$ cat src/hdl/dtoi_pkg.sv
// Shared types and constants for the decimal text to integer converter.
// No dependencies; imported by decimal_text_to_integer.
`default_nettype none

package dtoi_pkg;

	// widths of the stream fields
	localparam int unsigned BYTE_W  = 8;
	localparam int unsigned VALUE_W = 64;
	localparam int unsigned DIGIT_W = 4;
	localparam int unsigned CFG_IDX_W = 2;

	// register indexes on the write port
	localparam logic [CFG_IDX_W-1:0] REG_SEPARATOR   = 2'd0;
	localparam logic [CFG_IDX_W-1:0] REG_SIGNED_MODE = 2'd1;

	// character codes
	localparam logic [BYTE_W-1:0] CH_SPACE = 8'h20;
	localparam logic [BYTE_W-1:0] CH_TAB   = 8'h09;
	localparam logic [BYTE_W-1:0] CH_LF    = 8'h0A;
	localparam logic [BYTE_W-1:0] CH_CR    = 8'h0D;
	localparam logic [BYTE_W-1:0] CH_PLUS  = 8'h2B;
	localparam logic [BYTE_W-1:0] CH_MINUS = 8'h2D;
	localparam logic [BYTE_W-1:0] CH_ZERO  = 8'h30;
	localparam logic [BYTE_W-1:0] CH_NINE  = 8'h39;
	localparam logic [BYTE_W-1:0] SEP_NONE = 8'h00;

	// parse phase of the current field
	typedef enum logic [2:0] {
		PH_LEADING = 3'd0,
		PH_BODY    = 3'd1,
		PH_FAILED  = 3'd2
	} phase_t;

	// byte class flags, computed when a beat enters the input register
	typedef struct packed {
		logic is_space;
		logic is_digit;
		logic is_plus;
		logic is_minus; // minus sign and signed mode enabled
		logic is_sep;
	} byte_class_t;

endpackage

`default_nettype wire

$ cat src/hdl/decimal_text_to_integer.sv
// Streaming decimal text to 64-bit integer converter, top level.
// Depends on dtoi_pkg (types, character constants).
//
// Usage:
//   Slave stream s_*: one text byte per beat in s_tdata, s_tlast on the
//   final byte of a field. Master stream m_*: one beat per field, with the
//   value in m_tdata and the success flag in m_tuser. Value is 0 on failure.
//   Config port: cfg_we writes cfg_data to register cfg_index
//   (0 separator byte, 1 signed mode); other indexes are ignored.
// Result path: the last byte of a field passes through the input register,
//   then the result register, which drives the result beat.
// Throughput: one byte per cycle while no final byte is held (see Stall),
//   bounded by the parse update, a saturating 64-bit multiply-by-ten-and-add.
// Reset: arst_n clears both streams, the parse state, and restores the
//   separator to none and signed mode to on.
// Stall: while a result waits on m_tready, non-final bytes keep flowing;
//   a final byte is held in the input register until the result register
//   frees up, and s_tready then drops until it moves on.
`default_nettype none

module decimal_text_to_integer (
	input  wire logic                           clk,
	input  wire logic                           arst_n,
	// slave stream
	input  wire logic                           s_tvalid,
	output logic                                s_tready,
	input  wire logic [dtoi_pkg::BYTE_W-1:0]    s_tdata,   // [7:0] text_byte
	input  wire logic                           s_tlast,   // is_last
	// master stream
	output logic                                m_tvalid,
	input  wire logic                           m_tready,
	output logic [dtoi_pkg::VALUE_W-1:0]        m_tdata,   // [63:0] parsed_value
	output logic                                m_tuser,   // parse_ok
	// configuration write port
	input  wire logic                           cfg_we,
	input  wire logic [dtoi_pkg::CFG_IDX_W-1:0] cfg_index,
	input  wire logic [dtoi_pkg::BYTE_W-1:0]    cfg_data
);
	import dtoi_pkg::*;

	// configuration registers
	logic [BYTE_W-1:0] separator_q;
	logic              signed_mode_q;

	// input register
	logic               valid_s1;
	logic               last_s1;
	byte_class_t        class_s1;
	logic [DIGIT_W-1:0] digit_s1;

	// parse state
	phase_t              phase_q, phase_d;
	logic [VALUE_W-1:0]  mag_q, mag_d;
	logic                neg_q, neg_d;
	logic                pend_q, pend_d;
	logic                acc_en;

	// result register
	logic               out_valid_q;
	logic [VALUE_W-1:0] out_mag_q;
	logic               out_neg_q;
	logic               out_ok_q;

	byte_class_t        class_in;
	logic               advance;
	logic [VALUE_W+3:0] acc_sum;
	logic [VALUE_W-1:0] acc_val;

	// configuration writes
	always_ff @(posedge clk or negedge arst_n) begin
		if (!arst_n) begin
			separator_q   <= SEP_NONE;
			signed_mode_q <= 1'b1;
		end else if (cfg_we) begin
			case (cfg_index)
				REG_SEPARATOR:   separator_q   <= cfg_data;
				REG_SIGNED_MODE: signed_mode_q <= cfg_data[0];
				default: ;
			endcase
		end
	end

	// classify the incoming byte
	always_comb begin
		class_in.is_space = (s_tdata == CH_SPACE) || (s_tdata == CH_TAB) ||
			(s_tdata == CH_LF) || (s_tdata == CH_CR);
		class_in.is_digit = (s_tdata >= CH_ZERO) && (s_tdata <= CH_NINE);
		class_in.is_plus  = (s_tdata == CH_PLUS);
		class_in.is_minus = (s_tdata == CH_MINUS) && signed_mode_q;
		class_in.is_sep   = (separator_q != SEP_NONE) && (s_tdata == separator_q);
	end

	// a final byte moves on only when the result register is free
	assign advance  = valid_s1 && (!last_s1 || !out_valid_q || m_tready);
	assign s_tready = !valid_s1 || advance;

	// input register
	always_ff @(posedge clk or negedge arst_n) begin
		if (!arst_n) begin
			valid_s1 <= 1'b0;
		end else if (s_tready) begin
			valid_s1 <= s_tvalid;
		end
	end

	always_ff @(posedge clk) begin
		if (s_tready && s_tvalid) begin
			last_s1  <= s_tlast;
			class_s1 <= class_in;
			digit_s1 <= s_tdata[DIGIT_W-1:0];
		end
	end

	// mag*10 + digit, saturating at all ones
	assign acc_sum = {1'b0, mag_q, 3'b000} + {3'b000, mag_q, 1'b0} +
		{{(VALUE_W){1'b0}}, digit_s1};
	assign acc_val = (acc_sum[VALUE_W+3:VALUE_W] != 4'd0) ? {VALUE_W{1'b1}} :
		acc_sum[VALUE_W-1:0];

	// next phase
	always_comb begin
		phase_d = phase_q;
		case (phase_q)
			PH_LEADING: begin
				if (class_s1.is_space)
					phase_d = PH_LEADING;
				else if (class_s1.is_digit || class_s1.is_plus || class_s1.is_minus)
					phase_d = PH_BODY;
				else
					phase_d = PH_FAILED;
			end
			PH_BODY: begin
				if (!pend_q) begin
					if (!class_s1.is_space)
						phase_d = PH_FAILED;
				end else if (!class_s1.is_sep && !class_s1.is_space &&
						!class_s1.is_digit) begin
					phase_d = PH_FAILED;
				end
			end
			PH_FAILED: phase_d = PH_FAILED;
			default:   phase_d = PH_FAILED;
		endcase
	end

	// magnitude, sign and trailing-space tracking
	always_comb begin
		acc_en = 1'b0;
		neg_d  = neg_q;
		pend_d = pend_q;
		case (phase_q)
			PH_LEADING: begin
				if (!class_s1.is_space) begin
					acc_en = class_s1.is_digit;
					if (!class_s1.is_digit && !class_s1.is_plus && class_s1.is_minus)
						neg_d = 1'b1;
				end
			end
			PH_BODY: begin
				if (pend_q && !class_s1.is_sep) begin
					if (class_s1.is_space)
						pend_d = 1'b0;
					else
						acc_en = class_s1.is_digit;
				end
			end
			default: ;
		endcase
		mag_d = acc_en ? acc_val : mag_q;
	end

	// parse state; cleared at the end of each field
	always_ff @(posedge clk or negedge arst_n) begin
		if (!arst_n) begin
			phase_q <= PH_LEADING;
			mag_q   <= '0;
			neg_q   <= 1'b0;
			pend_q  <= 1'b1;
		end else if (advance) begin
			if (last_s1) begin
				phase_q <= PH_LEADING;
				mag_q   <= '0;
				neg_q   <= 1'b0;
				pend_q  <= 1'b1;
			end else begin
				phase_q <= phase_d;
				mag_q   <= mag_d;
				neg_q   <= neg_d;
				pend_q  <= pend_d;
			end
		end
	end

	// result register
	always_ff @(posedge clk or negedge arst_n) begin
		if (!arst_n) begin
			out_valid_q <= 1'b0;
		end else if (advance && last_s1) begin
			out_valid_q <= 1'b1;
		end else if (m_tready) begin
			out_valid_q <= 1'b0;
		end
	end

	always_ff @(posedge clk) begin
		if (advance && last_s1) begin
			out_ok_q  <= (phase_d == PH_BODY);
			out_mag_q <= (phase_d == PH_BODY) ? mag_d : '0;
			out_neg_q <= (phase_d == PH_BODY) && neg_d;
		end
	end

	// two's complement on the way out for negative values
	assign m_tvalid = out_valid_q;
	assign m_tdata  = out_neg_q ? ({VALUE_W{1'b0}} - out_mag_q) : out_mag_q;
	assign m_tuser  = out_ok_q;

endmodule

`default_nettype wire
$ cat config.mk
export PLATFORM = sky130hd
export DESIGN_NAME = decimal_text_to_integer
export DESIGN_NICKNAME = d
export VERILOG_FILES = /design/src/hdl/dtoi_pkg.sv /design/src/hdl/decimal_text_to_integer.sv
export SDC_FILE = /design/constraint.sdc
export NUM_CORES = 1
export LEC_CHECK = 0
export ABC_AREA = 1
export BUFFER_PORTS_ARGS = -buffer_cell sky130_fd_sc_hd__buf_2
export CORE_UTILIZATION = 40
export DETAILED_ROUTE_END_ITERATION = 8
export PLACE_DENSITY_LB_ADDON = 0.12
export SLEW_MARGIN = 25
export SYNTH_ARGS = -nofsm -noshare
export SYNTH_HDL_FRONTEND = slang
export SYNTH_SLANG_ARGS = --single-unit
export TNS_END_PERCENT = 10
$ cat constraint.sdc
create_clock -name clk -period 6.3 [get_ports clk]
set_clock_uncertainty 0.15 [all_clocks]
set_input_delay 0.63 -clock clk [delete_from_list [all_inputs] [get_ports clk]]
set_output_delay 0.63 -clock clk [all_outputs]
set_load 0.005 [all_outputs]
==> flow_summary.json <==
{
  "ant_nets": 0,
  "synth_common_cells": "nand2_1, nor2_1, inv_1",
  "seq_area_um2": 4290,
  "fillers": 3820,
  "vias": 14600,
  "syn_avg_cell_area_um2": 6.70,
  "final_nets": 2478,
  "dp_hpwl_um": 40100,
  "dieArea_um2": 38500,
  "rows": 70,
  "hold_viol_final": 0,
  "synth_seq_cells": 156,
  "cts_sinks": 156,
  "cts_root_buf": "clkbuf_16",
  "grt_use_met3_pct": 2.36,
  "grt_max_degree": 87,
  "first_global_vias": 13800,
  "synth-seq-area-share_pct": 28.4,
  "vdd_drop_max_mv": 0.138,
  "async_flop_share_pct": 51.3,
  "drt_wl_total_um": 49300,
  "fmax_ghz": 0.226,
  "fin_area_um2": 16600,
  "synth_edf_count": 76,
  "grt_pass1_wl_um": 77800,
  "cts_buffers": 17,
  "ys_warn_count": 0,
  "grt_antenna_before_repair": 0,
  "busiest_layer": "met1",
  "synthDominantCellAreaShare_pct": 17.5,
  "die_h_um": 196,
  "drive_above_1_share_pct": 10.5,
  "grt_use_total_pct": 26.2,
  "core_area_um2": 36900,
  "synth_cell_types": 52,
  "grt_overflow_total": 0,
  "tightest_slew_ns": 0.980,
  "drtIter0Drc": 1210,
  "io_buffers": 90,
  "insertion_delay_ns": 0.43,
  "clkSlewWorstSetupHoldPaths_ns": 0.07,
  "gr-usage-met2_pct": 37.7,
  "synthCells": 2255,
  "fin_setup_tns_ns": 0,
  "rsz0062_at_grt": "no",
  "cts_buffer_depth": 2,
  "cp_data_arrival_time_ns": 4.44,
  "cts_max_level": 4,
  "cp-start-kind": "flip-flop",
  "vias_per_cell": 5.15,
  "synth_area_leaders": "nand2_1, edfxtp_1, dfrtp_1, ha_1, nor2_1",
  "place_area_um2": 16000,
  "first_pass_iters": 5,
  "setup_viol": 0,
  "p_per_area_nw_per_um2": 249,
  "synth_ff_type": "dfrtp_1",
  "post-route-drc-count": 0,
  "gp_congestion": 0.942,
  "status": "finished, final reports clean",
  "drv_cap": 0,
  "fp.dieW_um": 196,
  "worst_ep_required_time_ns": 6.31,
  "min_period_ns": 4.43,
  "cts_setup_buffers": 0,
  "worst-path-max-fanout": 32,
  "yosysMostFrequentCell": "nand2_1",
  "leakage_nw": 8.58,
  "area_growth_pct": 9.81,
  "critPathCaptureType": "flip-flop",
  "hp-class": "in -> async",
  "period_share_pct": 70.3,
  "synth_area_um2": 15100,
  "critical_path_class": "reg -> reg",
  "slew_violations": 0,
  "grtUsageMet1_pct": 41.9,
  "n_antenna_cell": 0,
  "hold_buffers": 0,
  "multi_input_area_um2": 9550,
  "routedWlPerCell_um": 17.4,
  "timing.max_slew.rel_slack_pct": 34.6,
  "initial_core_util_pct": 41.0,
  "cts_tree": "done",
  "io_pins": 91,
  "synth.largest_area_cell": "nand2_1",
  "ctsResizeCount": 0,
  "synthesis.nets": 2409
}
critical path, stage by stage, from the launching register on:
cell and delay (ns):
dfrtp_1 0.43, fa_1 0.56, inv_1 0.07, fa_1 0.41
inv_1 0.11, nand2_1 0.08, nand2_1 0.08, nand3_1 0.09
nand2_2 0.12, nand2_1 0.07, nand2_2 0.09, nand2_1 0.07
nand2_2 0.12, nand2_2 0.07, nand3_2 0.09, nand2_4 0.08
nor2_4 0.65, buf_4 0.42, nand4_1 0.18, nand2_1 0.14
nor2_1 0.05
routing by layer:
metal | part of all wire [%] | wire length, um
met1 | 53 | 26300
met2 | 40 | 19700
met3 | 5.8 | 2860
met4 | 1.0 | 496
met5 | 0 | 0
flip-flops by register name, summed over array words and instances (netlist names):
name and flops:
class_s1 5, digit_s1 4, last_s1 1, m_tuser 1, m_tvalid 1, mag_q 64
neg_q 1, out_mag_q 64, out_neg_q 1, pend_q 1, phase_q 3, separator_q 8
signed_mode_q 1, valid_s1 1
cell usage in the layout (no fill, tap or decap), types with 20 or more instances in the layout:
cell type | netlist | routed
nor4_1 | 24 | 24
nor3_1 | 27 | 27
xor2_1 | 49 | 49
edfxtp_1 | 76 | 76
inv_1 | 265 | 263
or2_2 | 60 | 60
buf_2 | 4 | 89
ha_1 | 128 | 128
dfrtp_1 | 78 | 78
xnor2_1 | 52 | 52
o21ai_1 | 20 | 20
nand2_1 | 703 | 702
o21ai_0 | 38 | 38
o21bai_1 | 22 | 22
nand3_1 | 156 | 156
a21oi_1 | 96 | 96
nor2_1 | 295 | 294
nand4_1 | 29 | 29
per-stage QoR:
stage               power, mW  cells  hold WS (ns)  setup WS [ns]  utilization (%)
floorplan                2.57   2255         0.184           3.04                -
global placement         3.08   2809         0.308           1.99             43.4
detailed placement       3.09   2809         0.310           1.88             43.4
CTS                      4.13   2841        0.0401           1.86             45.0
global route             4.41   2841        0.0693           1.54             45.0
finish                   4.14   2841        0.0374           1.87             45.0
logic make-up after synthesis:
group	share of synthesized area, %
multiplexers	0.522
flip-flops	28.4
XOR/XNOR	5.86
buffers and inverters	8.48
AO/OA/AOI/OAI	7.19
AND/OR/NAND/NOR	38.7
adder cells (fa/ha/maj)	10.9
area by class of cell:
class | count | share of cell area, %
clock buffers | 23 | 2.88
clock inverters | 9 | 0.664
inverters | 269 | 6.09
multi-input cells | 1781 | 57.6
flip-flops and latches | 156 | 25.8
well taps | 504 | 3.80
repair buffers | 99 | 3.14
where the power goes:
group,leakage (nW),switching (mW),internal (mW)
Clock,0.291,0.425,0.619
Combinational,6.49,1.09,0.588
Sequential,1.80,0.190,1.22
Total,8.58,1.71,2.43
final timing paths:
kind                                          endpoint  cells after the start  slack [ns]                 start
max in group asynchronous        mag_q[40]$_DFFE_PN0P_                      2        4.93                arst_n
hold reg to reg                     pend_q$_DFFE_PN1P_                      2        0.32    pend_q$_DFFE_PN1P_
hold / removal                    mag_q[3]$_DFFE_PN0P_                      1        0.04                arst_n
min in group clk                     last_s1$_DFFE_PP_                      1        0.22               s_tlast
setup / recovery           out_mag_q[27]$_SDFFCE_PN0P_                     20        1.87  mag_q[0]$_DFFE_PN0P_
setup reg to reg           out_mag_q[27]$_SDFFCE_PN0P_                     20        1.87  mag_q[0]$_DFFE_PN0P_
(Power assumes the default switching activity.)
